$ cat config.mk
export PLATFORM = sky130hd
export DESIGN_NAME = simple_regex_line_matcher_flat
export DESIGN_NICKNAME = d
export VERILOG_FILES = /design/src/design/srlm_pkg.sv /design/src/design/srlm_cfg_if.sv /design/src/design/srlm_text_if.sv /design/src/design/srlm_result_if.sv /design/src/design/simple_regex_line_matcher.sv /design/src/design/srlm_parser.sv /design/src/design/srlm_nfa.sv /design/src/flat_wrapper.sv
export SDC_FILE = /design/constraint.sdc
export NUM_CORES = 2
export LEC_CHECK = 0
export BUFFER_PORTS_ARGS = -buffer_cell sky130_fd_sc_hd__buf_4
export CORE_ASPECT_RATIO = 1.2
export CORE_MARGIN = 3
export CORE_UTILIZATION = 55
export DETAILED_ROUTE_END_ITERATION = 8
export PLACE_DENSITY_LB_ADDON = 0.12
export SYNTH_ARGS = -nofsm -noshare
export SYNTH_HDL_FRONTEND = slang
export SYNTH_SLANG_ARGS = --single-unit
$ cat constraint.sdc
create_clock -name clk -period 19 [get_ports clk]
set_input_delay 1.9 -clock clk [delete_from_list [all_inputs] [get_ports clk]]
set_output_delay 1.9 -clock clk [all_outputs]
set_load 0.03 [all_outputs]
$ cat src/design/srlm_pkg.sv
`timescale 1ns / 1ps
// ----------------------------------------------------------------------------
// srlm_pkg: shared definitions for the line matcher
// Sizes, character codes, register indexes and the decoded pattern bundle.
// ----------------------------------------------------------------------------
package srlm_pkg;

  localparam int PATTERN_MAX   = 16;
  localparam int SLOT_COUNT    = PATTERN_MAX + 1;
  localparam int SLOT_IDX_BITS = $clog2(SLOT_COUNT);
  localparam int PAT_IDX_BITS  = $clog2(PATTERN_MAX);
  localparam int SCAN_LEVELS   = $clog2(SLOT_COUNT);
  localparam int POSITION_BITS = 12;
  localparam int CHAR_BITS     = 8;
  localparam int CFG_WORD_BITS = 64;
  localparam int CFG_IDX_BITS  = 2;
  localparam int LEN_BITS      = 5;

  typedef logic [CHAR_BITS-1:0]     char_t;
  typedef logic [POSITION_BITS-1:0] pos_t;
  typedef logic [SLOT_IDX_BITS-1:0] slot_idx_t;
  typedef logic [CFG_IDX_BITS-1:0]  cfg_idx_t;
  typedef logic [CFG_WORD_BITS-1:0] cfg_word_t;

  localparam pos_t POS_MAX = {POSITION_BITS{1'b1}};

  localparam char_t CH_STAR   = 8'h2A;
  localparam char_t CH_DOLLAR = 8'h24;
  localparam char_t CH_DOT    = 8'h2E;
  localparam char_t CH_CARET  = 8'h5E;
  localparam char_t CH_NUL    = 8'h00;

  localparam cfg_idx_t REG_PATTERN_BYTES_LOW  = 2'd0;
  localparam cfg_idx_t REG_PATTERN_BYTES_HIGH = 2'd1;
  localparam cfg_idx_t REG_PATTERN_LENGTH     = 2'd2;

  typedef struct packed {
    logic                          parsing;
    logic                          anchored;
    logic                          at_end;
    slot_idx_t                     count;
    logic [PATTERN_MAX-1:0]        star;
    logic [PATTERN_MAX-1:0][CHAR_BITS-1:0] ch;
  } pat_t;

endpackage

$ cat src/design/srlm_cfg_if.sv
`timescale 1ns / 1ps
// ----------------------------------------------------------------------------
// srlm_cfg_if: configuration write channel
// One beat writes one register, selected by index.
// ----------------------------------------------------------------------------
interface srlm_cfg_if;
  logic                 valid;
  logic                 ready;
  srlm_pkg::cfg_idx_t   index;
  srlm_pkg::cfg_word_t  data;

  modport source (output valid, output index, output data, input ready);
  modport sink   (input valid, input index, input data, output ready);
endinterface

$ cat src/design/srlm_text_if.sv
`timescale 1ns / 1ps
// ----------------------------------------------------------------------------
// srlm_text_if: text character channel
// One beat carries one character or the end-of-line marker.
// ----------------------------------------------------------------------------
interface srlm_text_if;
  logic            valid;
  logic            ready;
  srlm_pkg::char_t text_char;
  logic            end_of_text;

  modport source (output valid, output text_char, output end_of_text, input ready);
  modport sink   (input valid, input text_char, input end_of_text, output ready);
endinterface

$ cat src/design/srlm_result_if.sv
`timescale 1ns / 1ps
// ----------------------------------------------------------------------------
// srlm_result_if: match result channel
// One beat per line: match flag and leftmost start position.
// ----------------------------------------------------------------------------
interface srlm_result_if;
  logic           valid;
  logic           ready;
  logic           matched;
  srlm_pkg::pos_t match_start;

  modport source (output valid, output matched, output match_start, input ready);
  modport sink   (input valid, input matched, input match_start, output ready);
endinterface

$ cat src/design/simple_regex_line_matcher.sv
`timescale 1ns / 1ps
// ----------------------------------------------------------------------------
// simple_regex_line_matcher: streaming small-regex line matcher
// Matches one line of text, one character per beat, against a pattern of up
// to 16 bytes with ^, $, . and x* and reports the leftmost match start.
// ----------------------------------------------------------------------------
// Text beats are taken at one per clock while no stall holds: every pattern
// position is updated in parallel between the input register and the
// position state, and the end-of-line beat passes through the input register
// and then the result register, while the following line already streams in.
// A pending result that is not taken stalls only the next end-of-line beat.
// After each configuration write the pattern decoder walks the pattern bytes,
// one element per cycle, and holds text ready low while it walks.
module simple_regex_line_matcher (
  input  logic           clk,
  input  logic           rst,
  srlm_cfg_if.sink       cfg,
  srlm_text_if.sink      text,
  srlm_result_if.source  result
);

  srlm_pkg::pat_t pat;

  srlm_parser u_parser (
    .clk (clk),
    .rst (rst),
    .cfg (cfg),
    .pat (pat)
  );

  srlm_nfa u_nfa (
    .clk    (clk),
    .rst    (rst),
    .pat    (pat),
    .text   (text),
    .result (result)
  );

endmodule

$ cat src/design/srlm_parser.sv
`timescale 1ns / 1ps
// ----------------------------------------------------------------------------
// srlm_parser: configuration registers and pattern decoder
// Holds the pattern registers and, after every write, walks the raw bytes
// one element per cycle into a compact list of (character, star) elements.
// ----------------------------------------------------------------------------
module srlm_parser (
  input  logic               clk,
  input  logic               rst,
  srlm_cfg_if.sink           cfg,
  output srlm_pkg::pat_t     pat
);

  srlm_pkg::cfg_word_t pat_low;
  srlm_pkg::cfg_word_t pat_high;
  logic [srlm_pkg::LEN_BITS-1:0] pat_len;

  logic parsing;
  logic anchored;
  logic at_end;
  srlm_pkg::slot_idx_t idx;
  srlm_pkg::slot_idx_t count;
  logic [srlm_pkg::PATTERN_MAX-1:0] star;
  logic [srlm_pkg::PATTERN_MAX-1:0][srlm_pkg::CHAR_BITS-1:0] ch;

  logic [srlm_pkg::PATTERN_MAX-1:0][srlm_pkg::CHAR_BITS-1:0] raw;
  logic [srlm_pkg::LEN_BITS-1:0] len_eff;
  srlm_pkg::slot_idx_t idx_p1;
  srlm_pkg::char_t cur;
  srlm_pkg::char_t nxt;
  logic cur_in;
  logic nxt_in;
  logic cfg_fire;

  assign cfg.ready = 1'b1;
  assign cfg_fire  = cfg.valid && cfg.ready;

  assign raw     = {pat_high, pat_low};
  assign len_eff = (pat_len > srlm_pkg::LEN_BITS'(srlm_pkg::PATTERN_MAX)) ?
                   srlm_pkg::LEN_BITS'(srlm_pkg::PATTERN_MAX) : pat_len;
  assign idx_p1  = idx + srlm_pkg::SLOT_IDX_BITS'(1);
  assign cur     = raw[idx[srlm_pkg::PAT_IDX_BITS-1:0]];
  assign nxt     = raw[idx_p1[srlm_pkg::PAT_IDX_BITS-1:0]];
  assign cur_in  = (srlm_pkg::LEN_BITS'(idx) < len_eff) && (cur != srlm_pkg::CH_NUL);
  assign nxt_in  = (srlm_pkg::LEN_BITS'(idx_p1) < len_eff) && (nxt != srlm_pkg::CH_NUL);

  always_ff @(posedge clk) begin
    if (rst) begin
      pat_low  <= '0;
      pat_high <= '0;
      pat_len  <= '0;
    end else if (cfg_fire) begin
      case (cfg.index)
        srlm_pkg::REG_PATTERN_BYTES_LOW:  pat_low  <= cfg.data;
        srlm_pkg::REG_PATTERN_BYTES_HIGH: pat_high <= cfg.data;
        srlm_pkg::REG_PATTERN_LENGTH:     pat_len  <= cfg.data[srlm_pkg::LEN_BITS-1:0];
        default: ;
      endcase
    end
  end

  // restart the walk on any write
  always_ff @(posedge clk) begin
    if (rst) begin
      parsing  <= 1'b0;
      anchored <= 1'b0;
      at_end   <= 1'b0;
      idx      <= '0;
      count    <= '0;
    end else if (cfg_fire) begin
      parsing  <= 1'b1;
      anchored <= 1'b0;
      at_end   <= 1'b0;
      idx      <= '0;
      count    <= '0;
    end else if (parsing) begin
      if (!cur_in) begin
        parsing <= 1'b0;
      end else if ((idx == '0) && (cur == srlm_pkg::CH_CARET)) begin
        anchored <= 1'b1;
        idx      <= idx_p1;
      end else if (nxt_in && (nxt == srlm_pkg::CH_STAR)) begin
        idx   <= idx + srlm_pkg::SLOT_IDX_BITS'(2);
        count <= count + srlm_pkg::SLOT_IDX_BITS'(1);
      end else if ((cur == srlm_pkg::CH_DOLLAR) && !nxt_in) begin
        at_end <= 1'b1;
        idx    <= idx_p1;
      end else begin
        idx   <= idx_p1;
        count <= count + srlm_pkg::SLOT_IDX_BITS'(1);
      end
    end
  end

  always_ff @(posedge clk) begin
    if (!cfg_fire && parsing && cur_in &&
        !((idx == '0) && (cur == srlm_pkg::CH_CARET)) &&
        !((cur == srlm_pkg::CH_DOLLAR) && !nxt_in && !(nxt_in && (nxt == srlm_pkg::CH_STAR)))) begin
      ch[count[srlm_pkg::PAT_IDX_BITS-1:0]]   <= cur;
      star[count[srlm_pkg::PAT_IDX_BITS-1:0]] <= nxt_in && (nxt == srlm_pkg::CH_STAR);
    end
  end

  always_comb begin
    pat.parsing  = parsing;
    pat.anchored = anchored;
    pat.at_end   = at_end;
    pat.count    = count;
    pat.star     = star;
    pat.ch       = ch;
  end

endmodule

$ cat src/design/srlm_nfa.sv
`timescale 1ns / 1ps
// ----------------------------------------------------------------------------
// srlm_nfa: per-character position tracker
// Input register, parallel update of all pattern positions with their
// earliest start, and a result register for the end-of-line beat.
// ----------------------------------------------------------------------------
module srlm_nfa (
  input  logic            clk,
  input  logic            rst,
  input  srlm_pkg::pat_t  pat,
  srlm_text_if.sink       text,
  srlm_result_if.source   result
);

  localparam int NS = srlm_pkg::SLOT_COUNT;
  localparam int NL = srlm_pkg::SCAN_LEVELS;

  logic            ir_valid;
  srlm_pkg::char_t ir_char;
  logic            ir_eot;

  logic [NS-1:0]   act;
  srlm_pkg::pos_t  st [NS];
  srlm_pkg::pos_t  pos;
  logic            found;
  srlm_pkg::pos_t  best;

  logic            out_valid;
  logic            out_matched;
  srlm_pkg::pos_t  out_start;

  logic            out_free;
  logic            step;

  logic [NS-1:0]   av [NL+1];
  logic [NS-1:0]   pv [NL+1];
  srlm_pkg::pos_t  sv [NL+1][NS];
  logic [NS-1:0]   star_ext;
  logic [NS-1:0]   mv;
  logic [NS-1:0]   act_next;
  srlm_pkg::pos_t  st_next [NS];
  srlm_pkg::pos_t  pos_next;
  logic            found_next;
  srlm_pkg::pos_t  best_next;
  logic            fin_act;
  srlm_pkg::pos_t  fin_st;

  assign out_free   = !out_valid || result.ready;
  assign step       = ir_valid && (!ir_eot || out_free);
  assign text.ready = !pat.parsing && (!ir_valid || step);

  assign result.valid       = out_valid;
  assign result.matched     = out_matched;
  assign result.match_start = out_start;

  assign star_ext = {1'b0, pat.star};

  always_ff @(posedge clk) begin
    if (rst) begin
      ir_valid <= 1'b0;
    end else if (text.valid && text.ready) begin
      ir_valid <= 1'b1;
    end else if (step) begin
      ir_valid <= 1'b0;
    end
  end

  always_ff @(posedge clk) begin
    if (text.valid && text.ready) begin
      ir_char <= text.text_char;
      ir_eot  <= text.end_of_text;
    end
  end

  // seed the start slot, then close over starred elements by a min scan
  always_comb begin
    av[0] = act;
    for (int i = 0; i < NS; i++) begin
      sv[0][i] = st[i];
    end
    if ((!pat.anchored || (pos == '0)) && (!act[0] || (pos < st[0]))) begin
      av[0][0] = 1'b1;
      sv[0][0] = pos;
    end
    pv[0][0] = 1'b0;
    for (int i = 1; i < NS; i++) begin
      pv[0][i] = (srlm_pkg::SLOT_IDX_BITS'(i - 1) < pat.count) && star_ext[i-1];
    end
    for (int l = 0; l < NL; l++) begin
      for (int i = 0; i < NS; i++) begin
        av[l+1][i] = av[l][i];
        sv[l+1][i] = sv[l][i];
        pv[l+1][i] = 1'b0;
        if (i >= (1 << l)) begin
          pv[l+1][i] = pv[l][i] && pv[l][i-(1<<l)];
          if (pv[l][i] && av[l][i-(1<<l)] &&
              (!av[l][i] || (sv[l][i-(1<<l)] < sv[l][i]))) begin
            av[l+1][i] = 1'b1;
            sv[l+1][i] = sv[l][i-(1<<l)];
          end
        end
      end
    end
  end

  always_comb begin
    fin_act = av[NL][pat.count];
    fin_st  = sv[NL][pat.count];

    found_next = found;
    best_next  = best;
    if (fin_act && (!pat.at_end || ir_eot) && (!found || (fin_st < best))) begin
      found_next = 1'b1;
      best_next  = fin_st;
    end

    mv = '0;
    for (int i = 0; i < srlm_pkg::PATTERN_MAX; i++) begin
      mv[i] = (srlm_pkg::SLOT_IDX_BITS'(i) < pat.count) && av[NL][i] &&
              ((pat.ch[i] == srlm_pkg::CH_DOT) || (pat.ch[i] == ir_char));
    end

    for (int j = 0; j < NS; j++) begin
      act_next[j] = 1'b0;
      st_next[j]  = '0;
      if (mv[j] && star_ext[j]) begin
        act_next[j] = 1'b1;
        st_next[j]  = sv[NL][j];
      end
      if ((j > 0) && mv[j-1] && !star_ext[j-1] &&
          (!act_next[j] || (sv[NL][j-1] < st_next[j]))) begin
        act_next[j] = 1'b1;
        st_next[j]  = sv[NL][j-1];
      end
    end

    pos_next = (pos < srlm_pkg::POS_MAX) ? pos + srlm_pkg::POSITION_BITS'(1) : srlm_pkg::POS_MAX;
  end

  always_ff @(posedge clk) begin
    if (rst) begin
      act   <= '0;
      pos   <= '0;
      found <= 1'b0;
      best  <= '0;
    end else if (step) begin
      if (ir_eot) begin
        act   <= '0;
        pos   <= '0;
        found <= 1'b0;
        best  <= '0;
      end else begin
        act   <= act_next;
        pos   <= pos_next;
        found <= found_next;
        best  <= best_next;
      end
    end
  end

  always_ff @(posedge clk) begin
    if (step && !ir_eot) begin
      for (int j = 0; j < NS; j++) begin
        st[j] <= st_next[j];
      end
    end
  end

  always_ff @(posedge clk) begin
    if (rst) begin
      out_valid <= 1'b0;
    end else if (step && ir_eot) begin
      out_valid <= 1'b1;
    end else if (result.ready) begin
      out_valid <= 1'b0;
    end
  end

  always_ff @(posedge clk) begin
    if (step && ir_eot) begin
      out_matched <= found_next;
      out_start   <= best_next;
    end
  end

  a_nomatch_zero: assert property (@(posedge clk) disable iff (rst)
    out_valid && !out_matched |-> out_start == '0)
    else $error("no-match result carries a nonzero start");

  a_line_clear: assert property (@(posedge clk) disable iff (rst)
    step && ir_eot |=> (act == '0) && (pos == '0) && !found)
    else $error("line state not cleared after end of line");

  a_pos_advance: assert property (@(posedge clk) disable iff (rst)
    step && !ir_eot |=> pos != '0)
    else $error("character position failed to advance");

  a_result_source: assert property (@(posedge clk) disable iff (rst)
    $rose(out_valid) |-> $past(step && ir_eot))
    else $error("result raised without an end-of-line beat");

endmodule
$ cat src/flat_wrapper.sv
// flat-port wrapper written by rule: the top's interface ports become plain ports
module simple_regex_line_matcher_flat 
  (clk, rst, cfg_valid, cfg_index, cfg_data, cfg_ready, text_valid, text_text_char, text_end_of_text, text_ready, result_valid, result_matched, result_match_start, result_ready);
  srlm_cfg_if cfg_i ();
  srlm_text_if text_i ();
  srlm_result_if result_i ();
  input  logic clk;
  input  logic rst;
  input wire logic [$bits(cfg_i.valid)-1:0] cfg_valid;
  input wire logic [$bits(cfg_i.index)-1:0] cfg_index;
  input wire logic [$bits(cfg_i.data)-1:0] cfg_data;
  output wire logic [$bits(cfg_i.ready)-1:0] cfg_ready;
  input wire logic [$bits(text_i.valid)-1:0] text_valid;
  input wire logic [$bits(text_i.text_char)-1:0] text_text_char;
  input wire logic [$bits(text_i.end_of_text)-1:0] text_end_of_text;
  output wire logic [$bits(text_i.ready)-1:0] text_ready;
  output wire logic [$bits(result_i.valid)-1:0] result_valid;
  output wire logic [$bits(result_i.matched)-1:0] result_matched;
  output wire logic [$bits(result_i.match_start)-1:0] result_match_start;
  input wire logic [$bits(result_i.ready)-1:0] result_ready;
  assign cfg_i.valid = cfg_valid;
  assign cfg_i.index = cfg_index;
  assign cfg_i.data = cfg_data;
  assign cfg_ready = cfg_i.ready;
  assign text_i.valid = text_valid;
  assign text_i.text_char = text_text_char;
  assign text_i.end_of_text = text_end_of_text;
  assign text_ready = text_i.ready;
  assign result_valid = result_i.valid;
  assign result_matched = result_i.matched;
  assign result_match_start = result_i.match_start;
  assign result_i.ready = result_ready;
  simple_regex_line_matcher u_core (.clk(clk), .rst(rst), .cfg(cfg_i), .text(text_i), .result(result_i));
endmodule
# Word level (Yosys, flattened, before mapping)
# Memories as Yosys holds them, arrays and structs flattened.
# Cells that the tools add are included.
dict set report totals {
  reg_bits 356
  mem_bits_rw 204
  input_bits 80
  output_inout_bits 16
  elab_cells 853
  n_memories 1
}
# name depth width read_ports rd_ports_with_merged_regs wr line
set memory_table {}
lappend memory_table {u_core.u_nfa.st 17 12 17 0 17 srlm_nfa.sv:23} ;# srlm_pkg::pos_t st [NS];
dict set report op_classes {
  n_addsub 4
  magnitude_cmp 97
  n_eq_ne 38
  mux 210
  bitwise_logic 3
  n_reduce_logical 465
}
# cell count
set op_table {}
lappend op_table {{$mux W12} 93}
lappend op_table {{$lt A12 B12 Y1} 71}
lappend op_table {{$logic_and A1 B1 Y1} 260}
lappend op_table {{$eq A8 B6 Y1 const B} 18}
lappend op_table {{$bwmux W128} 1}
lappend op_table {{$eq A8 B8 Y1} 16}
lappend op_table {{$mux W1} 100}
lappend op_table {{$logic_not A1 Y1} 98}
lappend op_table {{$logic_or A1 B1 Y1} 92}
lappend op_table {{$bmux W8 S4} 2}
lappend op_table {{$bmux W12 S5} 1}
lappend op_table {{$lt A4 B5 Y1 const A} 8}
lappend op_table {{$demux W8 S4} 1}
lappend op_table {{$mux W5} 5}
lappend op_table {{$mux W8} 3}
lappend op_table {{$lt A3 B5 Y1 const A} 4}
lappend op_table {{$mux W17} 1}
lappend op_table {{$bwmux W16} 1}
lappend op_table {{$reduce_bool A8 Y1} 2}
lappend op_table {{$lt A4 B5 Y1 const B} 3}
lappend op_table {{$add A12 B1 Y12 const B} 1}
lappend op_table {{$logic_not A12 Y1} 1}
lappend op_table {{$lt A12 B12 Y1 const B} 1}
lappend op_table {{$add A5 B1 Y5 const B} 2}
lappend op_table {{other kinds (24)} 32}

# Logic depth before layout (Yosys ltp)
# An unclocked memory read counts as a cell.
dict set report logic_depth {
  ltp_word 30
  ltp_mapped 73
  mapped_depth_nobuf 67
}

# By module
# A second synthesis with hierarchy kept.
dict set report hier_totals {
  cells_unflattened 7166
  hier_area_um2 59595.9
}
# module n_inst cells_per_inst area_each_um2 seq_area_each_um2
set modules_own_cells {}
lappend modules_own_cells {srlm_nfa 1 5982 46955.0 7667.4}
lappend modules_own_cells {srlm_parser 1 1184 12640.9 7247.0}

# Least setup slack after synthesis
# No wires, ideal clock.
dict set report synth_path {
  kind {reg-to-reg}
  startpoint {register u_core.u_nfa.pos[2]}
  endpoint {register u_core.u_nfa.out_start[8], in the netlist u_core.u_nfa.result.match_start[8], data pin}
  setup_time_ns 0.262
  arrival_time_ns 13.393
  t_required_ns 18.738
  path_slack_ns 5.345
  stages_incl_launch_ff 67
  n_path_buf 6
  synth_period_minus_slack_ns 13.655
  cell_sequence {dfxtp_1 -> ha_1 -> nand2_1 -> o21ai_0 -> a41oi_1 -> o21ai_0 -> clkbuf_1 -> mux2i_1 -> inv_1 -> ha_1 -> o21ai_0 -> o211ai_1 -> nand2_1 -> or4b_1 -> o21a_1 -> buf_6 -> mux2i_1 -> ha_1 -> (+31 left out) -> nand2_1 -> o21ai_0 -> a21oi_1 -> a211o_1 -> ha_1 -> a21oi_1 -> nor2b_1 -> o21ai_0 -> nand2b_1 -> a21oi_1 -> nor2b_1 -> o21ai_0 -> nand2b_1 -> a21oi_1 -> nor2b_1 -> nor3_4 -> buf_6 -> mux2_1}
}
# element line
set synth_rtl {}
lappend synth_rtl {{start, declared} srlm_nfa.sv:24} ;# srlm_pkg::pos_t pos;
lappend synth_rtl {{start signal, assigned} srlm_nfa.sv:154} ;# pos <= pos_next;
lappend synth_rtl {{end signal, assigned} srlm_nfa.sv:182} ;# out_start <= best_next;
lappend synth_rtl {{end, declared} srlm_nfa.sv:30} ;# srlm_pkg::pos_t out_start;

==> metrics.md <==
| Metric | Value |
|---|---|
| RSZ-0062 raised after global routing | no |
| Number of synthesized flops with an enable pin | 370 |
| Worst path slowest cell | o21a_1 |
| Total gr overflow | 0 |
| Final TNS setup | 0 ns |
| Maximum fanout along the worst path | 25 |
| Min Tclk post-route | 16.83 ns |
| Relative slew slack | -5.062% |
| Synth area leader | edfxtp_1 |
| Unique masters post-synth | 117 |
| Total CTS buffers | 60 |
| Slew @ Worst Pin | 1.532 ns |
| Final Max Tran Viols | 15 |
| Final core utilization | 60.95% |
| Multi-input gate area | 0.03825 mm2 |
| VDD IR-drop max | 0.1009 mV |
| I/O pin cnt | 96 |
| Initial drt markers | 8223 |
| Final net count | 7703 |
| 1st-pass router iterations | 7 |
| Syn-to-layout area delta | 9.273% |
| CORE AREA | 0.1020 mm2 |
| Root Driver | clkbuf_16 |
| CTS Buffer Depth | 3 |
| Pwr/cell area | 47.27 mW/mm2 |
| Mapped Nets | 7557 |
| H-tree depth | 2 |
| Row count | 128 |
| Async SR Flop Fraction | 0% |
| Final wirelength | 280400 um |
| RR Startpoint | u_core.u_nfa.pos[2] |
| Critical Path Max Stage Delay | 0.85 ns |
| Die area | 0.1074 mm2 |
| PnR worst setup slack | 2.169 ns |
| Clock latency on the worst-skew pair | 0.73 ns |
| Synth warn | 0 |
| Startpoint Class | flop |
| ANT nets after route | 0 |
| Worst Skew | 0.06013 ns |
| Hold path cells | 2 |
| Worst hold path class | flop to flop |
| Initial antenna violation count | 21 |
| Via/cell ratio | 7.023 |
| Initial Util | 55.77% |
| Met2 usage | 75.87% |
| Final hold violation count | 0 |
| Pleak | 26.99 nW |
| Commonest non-fill, non-tap cell in the layout | ha_1 |
| Primary FF master, synth | edfxtp_1 |
| Vias in the first global route | 54.18k |
| Data required, critical path | 19.47 ns |
| Worst R2R Setup Slack | 2.17 ns |
| Most frequent cells in the layout | ha_1 (798), inv_1 (708), nand2_1 (696), a21oi_1 (611), nor2_1 (483) |
| I/O Buffers | 94 |
| Worst Hold Endpoint | u_core.u_parser.pat_high[19] |
| Crit Reg-Reg Endpoint | u_core.u_nfa.result.match_start[1] |
| DRC | 0 |
| Status | complete, but fails checks |
| Met3 global-route usage | 15.95% |
| Post-synthesis sequential area ratio | 26.21% |
| Gpl congestion | 1.150 |
| Tot GR Track Use | 50.53% |
| Number of synthesized register bits | 560 |
| Worst Path Arrival | 17.30 ns |
| Setup Viol. Count Final | 0 |
| Die Y | 358.3 um |
| CP bufs+invs | 6 |
| Fill cells | 8942 |
| Cts repair resizes | 0 |
| CTS Sinks | 560 |
| Pre-CTS setup slack | 2.725 ns |
| Mapped Cells | 6679 |
| Reg clk slew, reported paths | 0.07 ns |
| Placed wire-length estimate | 223300 um |
| Layout cells sized above 1 | 10.33% |
| Top-area cell type share of the netlist area | 19.53% |
| Die boundary width | 299.6 um |
| Top Usage Layer GRT | met2 |
| First-pass GRT wire length | 387400 um |
| Max cap viols | 5 |
| Tcrit/Tclk final | 88.58% |
| Synth area leaders | edfxtp_1 (20%), ha_1 (18%), mux2i_1 (7.6%), dfxtp_1 (6.7%), a21oi_1 (5.5%) |
| Seq. cell area | 0.01493 mm2 |
| Most frequent CP cell | a21oi_1 |
| Cell family with most CP delay | compound AO/OA/AOI/OAI gates |
| Routed len/inst | 33.98 um |
| Hold buffers post-CTS | 0 |
| Failing checks | max-capacitance violations, max-slew violations |
| Vias | 57.96k |
| Worst setup EP type | flop |
| Hold_sp | u_core.u_parser.pat_high[19] |
| TritonCTS clock tree | built |
| Largest net degree at the start of global routing | 125 |
| FF-to-FF path depth | 63 |
| Post-Syn Area per Cell | 8.519 um2 |
| WS Path Type | flop to flop |
| Met1 Use GR | 58.04% |
| Syn Std Cell Area | 0.05690 mm2 |
| Fmax | 59.41 MHz |
| Setup Fix Bufs, Post-CTS | 0 |
## state kept, by name, indices dropped and copies added, names as in the netlist, 8 cells and up
register and flops:
u_core.u_parser.pat_high 64, u_core.u_nfa.act 17, u_core.u_nfa.best 12, u_core.u_nfa.result.match_start 12
u_core.u_parser.star 16, u_core.u_nfa.ir_char 8, u_core.u_nfa.st 204, u_core.u_nfa.pos 12
u_core.u_parser.pat 128, u_core.u_parser.pat_low 64
## metrics by stage
step	total power [mW]	hold WS, ns	area [um2]	std cells
final	2.939	0.4712	62180	8253
after global routing	3.006	0.4923	62140	8240
after CTS	2.914	0.4715	62120	8238
after detailed placement	1.708	0.4621	60110	8127
after global placement	1.701	0.4508	60100	8126
after floorplan	1.562	0.4357	56900	6679
## layer usage
metal  wire, um  vias up
met4      31780       14
met2     116200     4363
met5        161        -
li1           -    24770
met3      35650     1461
met1      96610    27350
## kinds of logic after synthesis
kind of cell	after synthesis	share of synthesized area, %
AO/OA/AOI/OAI	1711	19.39
adder cells (fa/ha/maj)	798	17.55
multiplexers	581	12.13
XOR/XNOR	137	2.109
other	1	0.006591
buffers and inverters	967	6.746
flip-flops	560	26.21
AND/OR/NAND/NOR	1924	15.86
## area by class of cell
type / instances / share of cell area [%]
inverter: 714 / 4.323
multi-input combinational: 5152 / 61.53
clock inverter: 35 / 0.6077
tap: 1365 / 2.747
sequential: 560 / 24.01
clock buffer: 76 / 2.640
antenna: 14 / 0.05635
timing repair buffer: 337 / 4.091
## how the worst max path moves through the flow
stage / end / slack (ns) / from / depth (start not counted)
finish: u_core.u_nfa.result.match_start[1] / 2.17 / u_core.u_nfa.pos[2] / 63
global route: u_core.u_nfa.result.match_start[6] / 1.33 / u_core.u_nfa.pos[2] / 60
CTS: u_core.u_nfa.result.match_start[1] / 2.69 / u_core.u_nfa.pos[2] / 63
detailed placement: u_core.u_nfa.result.match_start[11] / 2.73 / u_core.u_nfa.pos[2] / 62
global placement: u_core.u_nfa.result.match_start[11] / 3.01 / u_core.u_nfa.pos[2] / 63
floorplan: u_core.u_nfa.result.match_start[8] / 5.35 / u_core.u_nfa.pos[2] / 66
## synth_stat cells (30+ instances only)
cell type and number:
dfxtp_1 190, edfxtp_1 370, xnor2_1 78, mux2_2 67
o21a_1 63, inv_1 709, a211oi_1 95, a21o_1 111
o22ai_1 59, and2_1 30, ha_1 798, nand2b_1 92
mux2i_1 430, nand4_1 132, nor2b_1 71, xor2_1 59
buf_2 47, nor2_1 483, a31oi_1 31, nand2_1 696
nor3_1 112, o21ai_0 302, and3_1 39, nand3_1 91
mux4_2 75, nor4_1 55, o21ai_1 33, a21oi_1 621
o211ai_1 46, clkbuf_1 150
## report_power, final
part	internal [mW]	total [mW]	switching, mW	leakage [nW]
clock	0.672	1.24	0.564	0.980
combinational	0.123	0.367	0.244	20.9
sequential	1.31	1.34	0.0243	5.10
total	2.11	2.94	0.832	27.0
## worst reg2reg max path, delay by kind of cell, from the launching register on
family	cells	cell delay (ns)
AOI/OAI and AO/OA	33	8.10
adders and majority gates	6	1.82
buffers and inverters	6	1.31
DFF	1	0.49
muxes	5	2.71
and+or+nand+nor	13	2.17
(Power assumes the default switching activity.)
